File: config.mk
export PLATFORM = sky130hd
export DESIGN_NAME = multi_level_threshold_crossing_picker_top
export DESIGN_NICKNAME = d
export VERILOG_FILES = /design/src/design/mltcp_pkg.sv /design/src/design/mltcp_eval.sv /design/src/design/mltcp_queue.sv /design/src/design/mltcp_unpack.sv /design/src/design/multi_level_threshold_crossing_picker_top.sv
export SDC_FILE = /design/constraint.sdc
export NUM_CORES = 2
export LEC_CHECK = 0
export ABC_AREA = 1
export BUFFER_PORTS_ARGS = -buffer_cell sky130_fd_sc_hd__buf_2
export CAP_MARGIN = 10
export CORE_MARGIN = 8
export CORE_UTILIZATION = 55
export CTS_CLUSTER_DIAMETER = 30
export CTS_CLUSTER_SIZE = 8
export DETAILED_ROUTE_END_ITERATION = 10
export HOLD_SLACK_MARGIN = 0.1
export PLACE_DENSITY = 0.82
export SLEW_MARGIN = 20
export SYNTH_ARGS = -nofsm -noshare
export SYNTH_HDL_FRONTEND = slang
export SYNTH_SLANG_ARGS = --single-unit
File: constraint.sdc
create_clock -name clk_i -period 7.6 [get_ports clk_i]
set_clock_uncertainty 0.1 [all_clocks]
set_input_delay 0.38 -clock clk_i [delete_from_list [all_inputs] [get_ports clk_i]]
set_output_delay 0.38 -clock clk_i [all_outputs]
set_load 0.02 [all_outputs]
File: src/design/mltcp_pkg.sv
// ----------------------------------------------------------------------------
// mltcp_pkg
// Shared types and constants of the multi-level threshold crossing picker.
// ----------------------------------------------------------------------------
package mltcp_pkg;

  localparam int unsigned LEVELS   = 6;
  localparam int unsigned SURFACES = 10;
  localparam int unsigned QDEPTH   = 4;

  localparam int unsigned LVL_W  = 3;
  localparam int unsigned NUM_W  = 4;
  localparam int unsigned IDX_W  = 16;
  localparam int unsigned TIME_W = 48;
  localparam int unsigned DATA_W = 32;
  localparam int unsigned CIDX_W = 3;

  localparam logic [NUM_W-1:0] SURF_LIMIT = NUM_W'(SURFACES);
  localparam logic [LVL_W-1:0] LVL_MAX    = LVL_W'(LEVELS);

  // configuration register indexes
  typedef enum logic [CIDX_W-1:0] {
    REG_LEVEL_COUNT = 3'd0,
    REG_THRESHOLD_0 = 3'd1,
    REG_THRESHOLD_1 = 3'd2,
    REG_THRESHOLD_2 = 3'd3,
    REG_THRESHOLD_3 = 3'd4,
    REG_THRESHOLD_4 = 3'd5,
    REG_THRESHOLD_5 = 3'd6,
    REG_TIME_STEP   = 3'd7
  } reg_idx_e;

  typedef struct packed {
    logic signed [31:0] sample;
    logic               trace_start;
  } in_item_t;

  typedef struct packed {
    logic [LVL_W-1:0]  level;
    logic              is_base;
    logic [NUM_W-1:0]  surface_number;
    logic [IDX_W-1:0]  sample_index;
    logic [TIME_W-1:0] pick_time;
    logic              last;
  } out_item_t;

  typedef struct packed {
    logic [LVL_W-1:0]               level_count;
    logic [LEVELS-1:0][DATA_W-1:0] threshold;
    logic [DATA_W-1:0]             time_step;
  } cfg_t;

  // all events caused by one sample
  typedef struct packed {
    logic [LEVELS-1:0]             hit;
    logic [LEVELS-1:0]             is_base;
    logic [LEVELS-1:0][NUM_W-1:0]  num;
    logic [IDX_W-1:0]              sample_index;
    logic [TIME_W-1:0]             pick_time;
  } bundle_t;

endpackage

File: src/design/mltcp_eval.sv
// ----------------------------------------------------------------------------
// mltcp_eval
// Input register, per-level crossing logic and trace state.
// ----------------------------------------------------------------------------
module mltcp_eval import mltcp_pkg::*; (
  input  logic     clk_i,
  input  logic     rst_ni,
  input  cfg_t     cfg_i,
  input  logic     in_valid_i,
  output logic     in_ready_o,
  input  in_item_t in_item_i,
  input  logic     q_full_i,
  output logic     push_o,
  output bundle_t  bundle_o
);

  logic                          inq_valid_q;
  in_item_t                      inq_q;
  logic [LEVELS-1:0]             inside_q, inside_d;
  logic [LEVELS-1:0][NUM_W-1:0]  top_q, top_d;
  logic [LEVELS-1:0][NUM_W-1:0]  base_q, base_d;
  logic [IDX_W-1:0]              cnt_q, cnt_eff;
  logic                          halt_q, halt_d;
  logic [LVL_W-1:0]              lc_eff;
  logic                          stop;
  logic                          fire;

  // active level count, clamped
  assign lc_eff = (cfg_i.level_count > LVL_MAX) ? LVL_MAX : cfg_i.level_count;
  assign cnt_eff = inq_q.trace_start ? '0 : cnt_q;

  // crossing evaluation, levels in order with early halt
  always_comb begin
    inside_d = inq_q.trace_start ? '0 : inside_q;
    top_d    = inq_q.trace_start ? '0 : top_q;
    base_d   = inq_q.trace_start ? '0 : base_q;
    stop     = inq_q.trace_start ? 1'b0 : halt_q;
    bundle_o.hit     = '0;
    bundle_o.is_base = '0;
    bundle_o.num     = '0;
    // index and pick time of this sample
    bundle_o.sample_index = cnt_eff;
    bundle_o.pick_time    = {{(TIME_W-IDX_W){1'b0}}, cnt_eff}
                          * {{(TIME_W-DATA_W){1'b0}}, cfg_i.time_step};
    for (int j = 0; j < LEVELS; j++) begin
      if (!stop && (LVL_W'(j) < lc_eff)) begin
        if (!inside_d[j] && (inq_q.sample >= $signed(cfg_i.threshold[j]))) begin
          bundle_o.hit[j] = 1'b1;
          bundle_o.num[j] = top_d[j];
          top_d[j]        = top_d[j] + 1'b1;
          inside_d[j]     = 1'b1;
        end else if (inside_d[j] && (inq_q.sample < $signed(cfg_i.threshold[j]))) begin
          bundle_o.hit[j]     = 1'b1;
          bundle_o.is_base[j] = 1'b1;
          bundle_o.num[j]     = base_d[j];
          base_d[j]           = base_d[j] + 1'b1;
          inside_d[j]         = 1'b0;
        end
        if ((top_d[j] == SURF_LIMIT) || (base_d[j] == SURF_LIMIT)) begin
          stop = 1'b1;
        end
      end
    end
    halt_d = stop;
  end

  // handshake: a sample without events never waits on the queue
  assign fire       = inq_valid_q && (!(|bundle_o.hit) || !q_full_i);
  assign push_o     = fire && (|bundle_o.hit);
  assign in_ready_o = !inq_valid_q || fire;

  // input register
  always_ff @(posedge clk_i or negedge rst_ni) begin
    if (!rst_ni) begin
      inq_valid_q <= 1'b0;
    end else if (in_ready_o) begin
      inq_valid_q <= in_valid_i;
    end
  end

  always_ff @(posedge clk_i) begin
    if (in_ready_o && in_valid_i) begin
      inq_q <= in_item_i;
    end
  end

  // trace state
  always_ff @(posedge clk_i or negedge rst_ni) begin
    if (!rst_ni) begin
      inside_q <= '0;
      top_q    <= '0;
      base_q   <= '0;
      cnt_q    <= '0;
      halt_q   <= 1'b0;
    end else if (fire) begin
      inside_q <= inside_d;
      top_q    <= top_d;
      base_q   <= base_d;
      cnt_q    <= cnt_eff + 1'b1;
      halt_q   <= halt_d;
    end
  end

endmodule

File: src/design/mltcp_queue.sv
// ----------------------------------------------------------------------------
// mltcp_queue
// Small queue of event bundles, one bundle per sample with crossings.
// ----------------------------------------------------------------------------
module mltcp_queue import mltcp_pkg::*; (
  input  logic    clk_i,
  input  logic    rst_ni,
  input  logic    push_i,
  input  bundle_t push_data_i,
  output logic    full_o,
  output logic    empty_o,
  input  logic    pop_i,
  output bundle_t head_o
);

  localparam int unsigned PTR_W = $clog2(QDEPTH);

  bundle_t               mem_q [QDEPTH];
  logic [PTR_W-1:0]      wr_ptr_q, rd_ptr_q;
  logic [PTR_W:0]        fill_q;

  assign full_o  = (fill_q == (PTR_W+1)'(QDEPTH));
  assign empty_o = (fill_q == '0);
  assign head_o  = mem_q[rd_ptr_q];

  // storage
  always_ff @(posedge clk_i) begin
    if (push_i) begin
      mem_q[wr_ptr_q] <= push_data_i;
    end
  end

  // pointers and fill level
  always_ff @(posedge clk_i or negedge rst_ni) begin
    if (!rst_ni) begin
      wr_ptr_q <= '0;
      rd_ptr_q <= '0;
      fill_q   <= '0;
    end else begin
      if (push_i) begin
        wr_ptr_q <= wr_ptr_q + 1'b1;
      end
      if (pop_i) begin
        rd_ptr_q <= rd_ptr_q + 1'b1;
      end
      if (push_i && !pop_i) begin
        fill_q <= fill_q + 1'b1;
      end else if (pop_i && !push_i) begin
        fill_q <= fill_q - 1'b1;
      end
    end
  end

endmodule

File: src/design/mltcp_unpack.sv
// ----------------------------------------------------------------------------
// mltcp_unpack
// Output register that walks a bundle one event item at a time.
// ----------------------------------------------------------------------------
module mltcp_unpack import mltcp_pkg::*; (
  input  logic      clk_i,
  input  logic      rst_ni,
  input  logic      empty_i,
  input  bundle_t   head_i,
  output logic      pop_o,
  output logic      out_valid_o,
  input  logic      out_ready_i,
  output out_item_t out_item_o
);

  logic              hold_q;
  bundle_t           cur_q;
  logic [LEVELS-1:0] mask_q;
  logic [LEVELS-1:0] low_bit;
  logic [LVL_W-1:0]  low_idx;
  logic              is_last;
  logic              done;

  // lowest pending level
  always_comb begin
    low_bit = '0;
    low_idx = '0;
    for (int j = LEVELS - 1; j >= 0; j--) begin
      if (mask_q[j]) begin
        low_bit = '0;
        low_bit[j] = 1'b1;
        low_idx = LVL_W'(j);
      end
    end
  end

  assign is_last = ((mask_q & ~low_bit) == '0);
  assign done    = hold_q && out_ready_i && is_last;
  assign pop_o   = !empty_i && (!hold_q || done);

  // result fields
  assign out_valid_o               = hold_q;
  assign out_item_o.level          = low_idx;
  assign out_item_o.is_base        = cur_q.is_base[low_idx];
  assign out_item_o.surface_number = cur_q.num[low_idx];
  assign out_item_o.sample_index   = cur_q.sample_index;
  assign out_item_o.pick_time      = cur_q.pick_time;
  assign out_item_o.last           = is_last;

  // control
  always_ff @(posedge clk_i or negedge rst_ni) begin
    if (!rst_ni) begin
      hold_q <= 1'b0;
      mask_q <= '0;
    end else if (pop_o) begin
      hold_q <= 1'b1;
      mask_q <= head_i.hit;
    end else if (done) begin
      hold_q <= 1'b0;
      mask_q <= '0;
    end else if (hold_q && out_ready_i) begin
      mask_q <= mask_q & ~low_bit;
    end
  end

  // bundle payload
  always_ff @(posedge clk_i) begin
    if (pop_o) begin
      cur_q <= head_i;
    end
  end

endmodule

File: src/design/multi_level_threshold_crossing_picker_top.sv
// ----------------------------------------------------------------------------
// multi_level_threshold_crossing_picker_top
// Picks threshold crossings of trace samples at up to six levels.
// ----------------------------------------------------------------------------
// Usage:
//   Samples enter on the in channel (valid/ready), one item per cycle unless
//   stalled; set trace_start on the first sample of each trace. Each sample
//   may cause up to six event items on the out channel, in level order, one
//   per cycle while out_ready_i is high; last marks each sample's final event.
//   Configuration is written through cfg_we_i/cfg_index_i/cfg_data_i while
//   the block is idle; writes take effect on the next sample.
//   Each event passes the input register, event queue and output register.
//   Throughput: one sample per cycle, as long as the event queue has room;
//   a sample with events needs one free bundle slot in the four-deep queue,
//   and output drains one event per cycle while out_ready_i is high.
//   Reset clears the trace state and the queue and loads level_count = 1,
//   every threshold = 50 and time_step = 1.0 (16 fraction bits).
//   When the receiver stalls, the queue fills and in_ready_o drops only
//   for samples that cause events once it is full.
// ----------------------------------------------------------------------------
module multi_level_threshold_crossing_picker_top import mltcp_pkg::*; (
  input  logic              clk_i,
  input  logic              rst_ni,
  input  logic              in_valid_i,
  output logic              in_ready_o,
  input  in_item_t          in_item_i,
  output logic              out_valid_o,
  input  logic              out_ready_i,
  output out_item_t         out_item_o,
  input  logic              cfg_we_i,
  input  logic [CIDX_W-1:0] cfg_index_i,
  input  logic [DATA_W-1:0] cfg_data_i
);

  cfg_t    cfg_q;
  logic    push, pop, full, empty;
  bundle_t push_data, head;

  // configuration registers
  always_ff @(posedge clk_i or negedge rst_ni) begin
    if (!rst_ni) begin
      cfg_q.level_count <= LVL_W'(1);
      cfg_q.threshold   <= {LEVELS{DATA_W'(50)}};
      cfg_q.time_step   <= DATA_W'(65536);
    end else if (cfg_we_i) begin
      unique case (reg_idx_e'(cfg_index_i))
        REG_LEVEL_COUNT: cfg_q.level_count  <= cfg_data_i[LVL_W-1:0];
        REG_THRESHOLD_0: cfg_q.threshold[0] <= cfg_data_i;
        REG_THRESHOLD_1: cfg_q.threshold[1] <= cfg_data_i;
        REG_THRESHOLD_2: cfg_q.threshold[2] <= cfg_data_i;
        REG_THRESHOLD_3: cfg_q.threshold[3] <= cfg_data_i;
        REG_THRESHOLD_4: cfg_q.threshold[4] <= cfg_data_i;
        REG_THRESHOLD_5: cfg_q.threshold[5] <= cfg_data_i;
        REG_TIME_STEP:   cfg_q.time_step    <= cfg_data_i;
        default: ;
      endcase
    end
  end

  mltcp_eval u_eval (
    .clk_i      (clk_i),
    .rst_ni     (rst_ni),
    .cfg_i      (cfg_q),
    .in_valid_i (in_valid_i),
    .in_ready_o (in_ready_o),
    .in_item_i  (in_item_i),
    .q_full_i   (full),
    .push_o     (push),
    .bundle_o   (push_data)
  );

  mltcp_queue u_queue (
    .clk_i       (clk_i),
    .rst_ni      (rst_ni),
    .push_i      (push),
    .push_data_i (push_data),
    .full_o      (full),
    .empty_o     (empty),
    .pop_i       (pop),
    .head_o      (head)
  );

  mltcp_unpack u_unpack (
    .clk_i       (clk_i),
    .rst_ni      (rst_ni),
    .empty_i     (empty),
    .head_i      (head),
    .pop_o       (pop),
    .out_valid_o (out_valid_o),
    .out_ready_i (out_ready_i),
    .out_item_o  (out_item_o)
  );

endmodule

# --- Word-level counts from Yosys, hierarchy flattened ---
# Memories as Yosys holds them, arrays and structs flattened.
# Index checks and enable logic that the tools add are counted.
classes:
  bitwise: 2
  n_lt_le_gt_ge: 20
  n_mux: 151
  n_mul: 1
  n_eq_ne: 20
  addsub: 17
  reduce_logical: 69
op_table:
  columns: ["cell", "n"]
  rows:
  - ["4-bit two-way mux", 61]
  - ["32-bit greater-or-equal comparator", 6]
  - ["32-bit < comparator", 6]
  - ["1-bit two-way mux", 66]
  - ["6-bit two-way mux", 10]
  - ["4-bit by 1-bit adder with 4-bit output (second input constant)", 12]
  - ["4-bit equality test (second input constant)", 12]
  - ["16-bit by 32-bit multiplier with 48-bit output", 1]
  - ["24-bit two-way mux", 2]
  - ["3-bit two-way mux", 9]
  - ["1-bit logical AND", 26]
  - ["1-bit zero test", 19]
  - ["16-bit by 1-bit adder with 16-bit output (second input constant)", 1]
  - ["16-bit two-way mux", 1]
  - ["2-bit AND reduction", 8]
  - ["3-bit equality test (second input constant)", 5]
  - ["4-bit binary-select mux with 3-bit select", 1]
  - ["1-bit logical OR", 9]
  - ["6-bit bitwise AND", 1]
  - ["3-bit by 2-bit equality test with 1-bit output (second input constant)", 2]
  - ["3-bit zero test", 2]
  - ["6-bit zero test", 1]
  - ["1-bit by 3-bit < comparator with 1-bit output (first input constant)", 2]
  - ["2-bit by 3-bit < comparator with 1-bit output (first input constant)", 2]
  - ["12 further kinds", 15]
word_totals:
  output_inout_bits: 75
  ff_bits: 440
  elab_cells: 321
  n_memories: 1
  in_bits: 73
  mem_bits_rw: 400
memory_table:
  columns: ["name", "depth", "word_bits", "rd", "rd_ports_with_merged_regs", "write_ports", "line", "source"]
  rows:
  - ["u_queue.mem_q", 4, 100, 1, 0, 1, "mltcp_queue.sv:18", "bundle_t mem_q [QDEPTH];"]

# --- Logic depth before layout (Yosys ltp) ---
depth:
  ltp_word: 49
  depth_mapped: 39
  depth_no_buf: 37

# --- Modules after synthesis ---
# Synthesis repeated with hierarchy kept, for this count alone.
hier_totals:
  cells_unflattened: 6242
  hier_area_um2: 57066.0
modules_own_cells:
  columns: ["mod", "seq_area_each_um2", "area_each_um2", "instances", "cells_each"]
  rows:
  - ["mltcp_eval", 2792.7, 27797.9, 1, 3748]
  - ["mltcp_queue", 12186.7, 16414.5, 1, 1215]
  - ["multi_level_threshold_crossing_picker_top", 5705.5, 8735.9, 1, 990]
  - ["mltcp_unpack", 2997.9, 4117.7, 1, 289]

# --- Worst setup path after synthesis ---
# Ideal clock, no wire load.
synth_timing:
  path_kind: "flip-flop to flip-flop"
  from: "register u_eval.inq_q[32] (netlist bit)"
  to: "memory u_queue.mem_q[0][0] (netlist bit), enable pin"
  arrival_time_ns: 7.365
  stages_incl_launch_ff: 26
  synth_period_minus_slack_ns: 8.025
  required_time_ns: 6.940
  setup_time_ns: 0.560
  path_buffers: 0
  setup_slack_ns: -0.425
  path_cell_list: "edfxtp_1 ha_1 nand2_1 nor2_2 nand2_2 nor4_2 nand2_1 nand2_1 nand2_2 nand3_2 inv_2 ha_1 inv_1 nand2_1 nand2_1 nand4_1 inv_1 nor2_1 nand2_1 a21oi_2 nand3_2 nor2_2 nor2_2 nand2_4 nand3_1 nor2_1"
synth_rtl:
  columns: ["element", "line", "source"]
  rows:
  - ["start, declared", "mltcp_eval.sv:18", "in_item_t inq_q;"]
  - ["start signal, assigned", "mltcp_eval.sv:83", "inq_q <= in_item_i;"]
  - ["end, declared", "mltcp_queue.sv:18", null]

==> run_results.csv <==
group,metric,value,unit
min_path,hold_path.class,"in -> async",
floorplan,die_x,331,um
floorplan,rows,115,
detailed_routing,drtPass1Iterations,9,
timing,whs,0.0796,ns
logic_synthesis,synth_edf_count,527,
placement,numPortBuffers,147,
logic_synthesis,yosys.area.top_type,"edfxtp_1",
critical_path,cp.depth,26,
critical_path,cp-end-kind,"register",
critical_path,crit_family,"adder cells",
timing,setup_viol,0,
detailed_routing,wl_per_cell,20.5,um
logic_synthesis,synthMuxAreaShare,0.0390,%
critical_path,worst-path-buf-inv,6,
logic_synthesis,synth_compound_area_share,8.79,%
floorplan,core,98300,sq um
critical_path,rrSetupSlack,0.22,ns
logic_synthesis,ys.flop_type,"edfxtp_1",
flow_run,cap_violations,0,
clocking,cts_buffers,170,
detailed_routing,drt_wl_total,151000,um
logic_synthesis,yosys_warnings,0,
outcome,status,"finished, final reports clean",
logic_synthesis,synthSimpleGateAreaFrac,14.6,%
critical_path,path_common_cell,"fa_1",
logic_synthesis,synth_top_family_by_area,"adder cells",
logic_synthesis,ys_ff_latch,840,
global_route,gr-max-usage-layer,"met2",
logic_synthesis,synth-adder-area-share,23.1,%
layout,nNetsFinal,6737,
critical_path,worstPathMaxFanout,17,
clocking,clock_path_buffers,3,
layout,antenna_cells,0,
critical_path,crit_type,"reg -> reg",
global_route,globalRouteMet2Util,44.8,%
placement,dpl.hpwl,104000,um
floorplan,ios,148,
logic_synthesis,ys_types,54,
critical_path,cp_data_required_time,8.00,ns
timing,timing_hold_violations_final,0,
clocking,htree_levels,4,
placement,gp_congestion,1.02,
critical_path,cp.arrival,7.78,ns
detailed_routing,dr.first_iter.drc_count,4532,
timing,slew_viol_final,0,
detailed_routing,vias,42100,
floorplan,die_area,109000,sq um
critical_path,max_stage_delay,0.55,ns
logic_synthesis,synth_xor_area_share,1.35,%
global_route,grt_max_degree,186,
global_route,grt_antenna_before_repair,2,
logic_synthesis,async_flop_share,37.3,%
critical_path,worstSetupStartpointType,"register",
critical_path,reg2reg_depth,26,
clocking,clockRootBuffer,"clkbuf_16",
detailed_routing,drc,0,
logic_synthesis,syn_area_per_cell,9.56,sq um
clocking,cts_tree,"built",
timing,fmax,135,MHz
logic_synthesis,synthTopCellsByCount,"nand2_1 (1209), inv_1 (855), o21ai_0 (538)",
global_route,grt_use_total,27.6,%
logic_synthesis,synth.top_cell.area_share,29.1,%
power,vdd_drop_max,0.000269,V
power,p_leak,28.0,nW
logic_synthesis,syn_area,54500,sq um
logic_synthesis,yosysSeqAreaShare,43.5,%
logic_synthesis,synthCells,5700,
global_route,use_met3,6.77,%
floorplan,die_h,331,um
critical_path,r2r-end,"u_queue.mem_q[2][39]",
logic_synthesis,synthTopCellsByArea,"edfxtp_1 (29%), fa_1 (15%), dfrtp_1 (13%)",
timing,tightest_slew,1.04,ns
global_route,grt_pass1_vias,43400,
detailed_routing,drtAntennaViolNets,0,
global_route,grt.overflow.total,0,
global_route,met1_usage,35.1,%
critical_path,r2r_start,"u_eval.inq_q[0]",
timing,max-slew-margin-rel,30.5,%
timing,fin_crit,7.38,ns
floorplan,start_util,55.4,%
layout,syn_to_final_growth,15.8,%
clocking,insertion_delay,0.82,ns
clocking,cts_sinks,840,
detailed_routing,vias_per_cell,5.75,
global_route,grt_pass1_wl,236000,um
logic_synthesis,yosysMostFrequentCell,"nand2_1",
timing,finalSetupTns,0,ns
clocking,cts.clk_slew.worst_paths,0.05,ns
timing,period_share,97.1,%
layout,drive_gt1_share,10.2,%
power,powerDensity,323,nW/um^2
critical_path,crit_slowest_cell,"fa_1",
logic_synthesis,syn_nets,6528,
[what timing repair did]
item                                   CTS  global route
pin swaps                                0             1
setup endpoints to repair               12            44
endpoints found under the hold margin  347             0
hold buffers                            72             0
resized for setup                        1            18
buffers inserted                         0             1
[layout by cell type, fill, tap and decap left out, types with 24 or more instances in the layout]
master,count
nand4_1,25
fa_1,419
xor2_1,57
o22ai_1,113
o21ai_0,535
inv_1,853
clkbuf_16,170
nor2_1,492
a21oi_1,156
clkinv_2,25
dfrtp_1,290
buf_4,100
clkbuf_1,40
nand2_1,1204
ha_1,335
buf_2,146
nand3_1,169
edfxtp_1,527
xnor2_1,24
dlygate4sd3_1,72
[cell type report]
| type | count | area, sq um |
|---|---|---|
| multi-input combinational | 3701 | 26200 |
| sequential | 840 | 23700 |
| clock buffer | 223 | 4580 |
| clock inverter | 85 | 1320 |
| tap | 1287 | 1610 |
| inverter | 867 | 3260 |
| timing repair buffer | 329 | 2400 |
| fill | 7295 | 35200 |
[registers in the layout, summed over array words and instances, names as in the netlist, 6 cells and up]
name                 count
u_unpack.mask_q          6
u_eval.top_q            24
u_unpack.cur_q          30
u_eval.base_q           24
u_unpack.out_item_o     64
cfg_q                  227
u_eval.cnt_q            16
u_eval.inside_q          6
u_queue.mem_q          400
u_eval.inq_q            33
[worst reg2reg max path, stage by stage (launching register included)]
cell and delay [ns]:
edfxtp_1 0.40, buf_4 0.23, nor2_4 0.23, buf_6 0.25
nand2_1 0.11, fa_1 0.54, inv_1 0.06, fa_1 0.55
inv_1 0.07, fa_1 0.50, fa_1 0.52, fa_1 0.49
inv_1 0.05, fa_1 0.43, ha_1 0.35, nand2_1 0.11
nor2_1 0.05, a211oi_1 0.16, inv_1 0.08, a21oi_2 0.23
o21ai_0 0.17, a21oi_1 0.29, o21a_1 0.22, o21ai_1 0.13
nand2_1 0.08, o211ai_1 0.22, xor2_1 0.48
[cell families after synthesis]
family / count (synthesis)
simple gates: 1971
buf+inv: 1159
compound gates: 889
flops: 840
fa+ha+maj: 755
xor+xnor: 84
mux: 2
[power breakdown]
part	leakage (nW)	total (mW)	internal, mW	switching (mW)
registers	8.86	6.98	6.35	0.628
logic	16.3	5.89	1.71	4.17
clock network	2.82	7.50	4.92	2.58
[how the worst max path moves through the flow]
stage | start | end | slack [ns]
floorplan | u_eval.inq_q[32] | u_queue.mem_q[0][0] | -0.42
global placement | u_eval.inq_q[0] | u_queue.mem_q[1][47] | 0.21
detailed placement | u_eval.inq_q[0] | u_queue.mem_q[2][47] | 0.05
CTS | u_eval.inq_q[0] | u_queue.mem_q[1][43] | 0.05
global route | u_eval.inq_q[0] | u_queue.mem_q[3][47] | -0.07
finish | u_eval.inq_q[0] | u_queue.mem_q[2][39] | 0.22
[metal layers]
| metal | up-vias | part of all wire (%) |
|---|---|---|
| li1 | 18800 | - |
| met1 | 20500 | 38 |
| met2 | 2415 | 47 |
| met3 | 437 | 11 |
| met4 | 4 | 4.3 |
| met5 | - | 0.020 |
[metrics by stage]
step	utilization (%)	setup slack (ns)	instance area [sq um]	std cells	power, mW
6_report	64.2	0.219	63100	7332	20.4
5_1_grt	64.2	-0.0683	63100	7332	21.4
4_1_cts	64.1	0.0495	63000	7331	20.3
3_5_place_dp	57.4	0.0504	56400	6951	12.7
3_3_place_gp	57.4	0.205	56400	6951	12.4
2_1_floorplan	-	-0.425	54500	5700	11.0
Power figures use the tool's default switching activity.
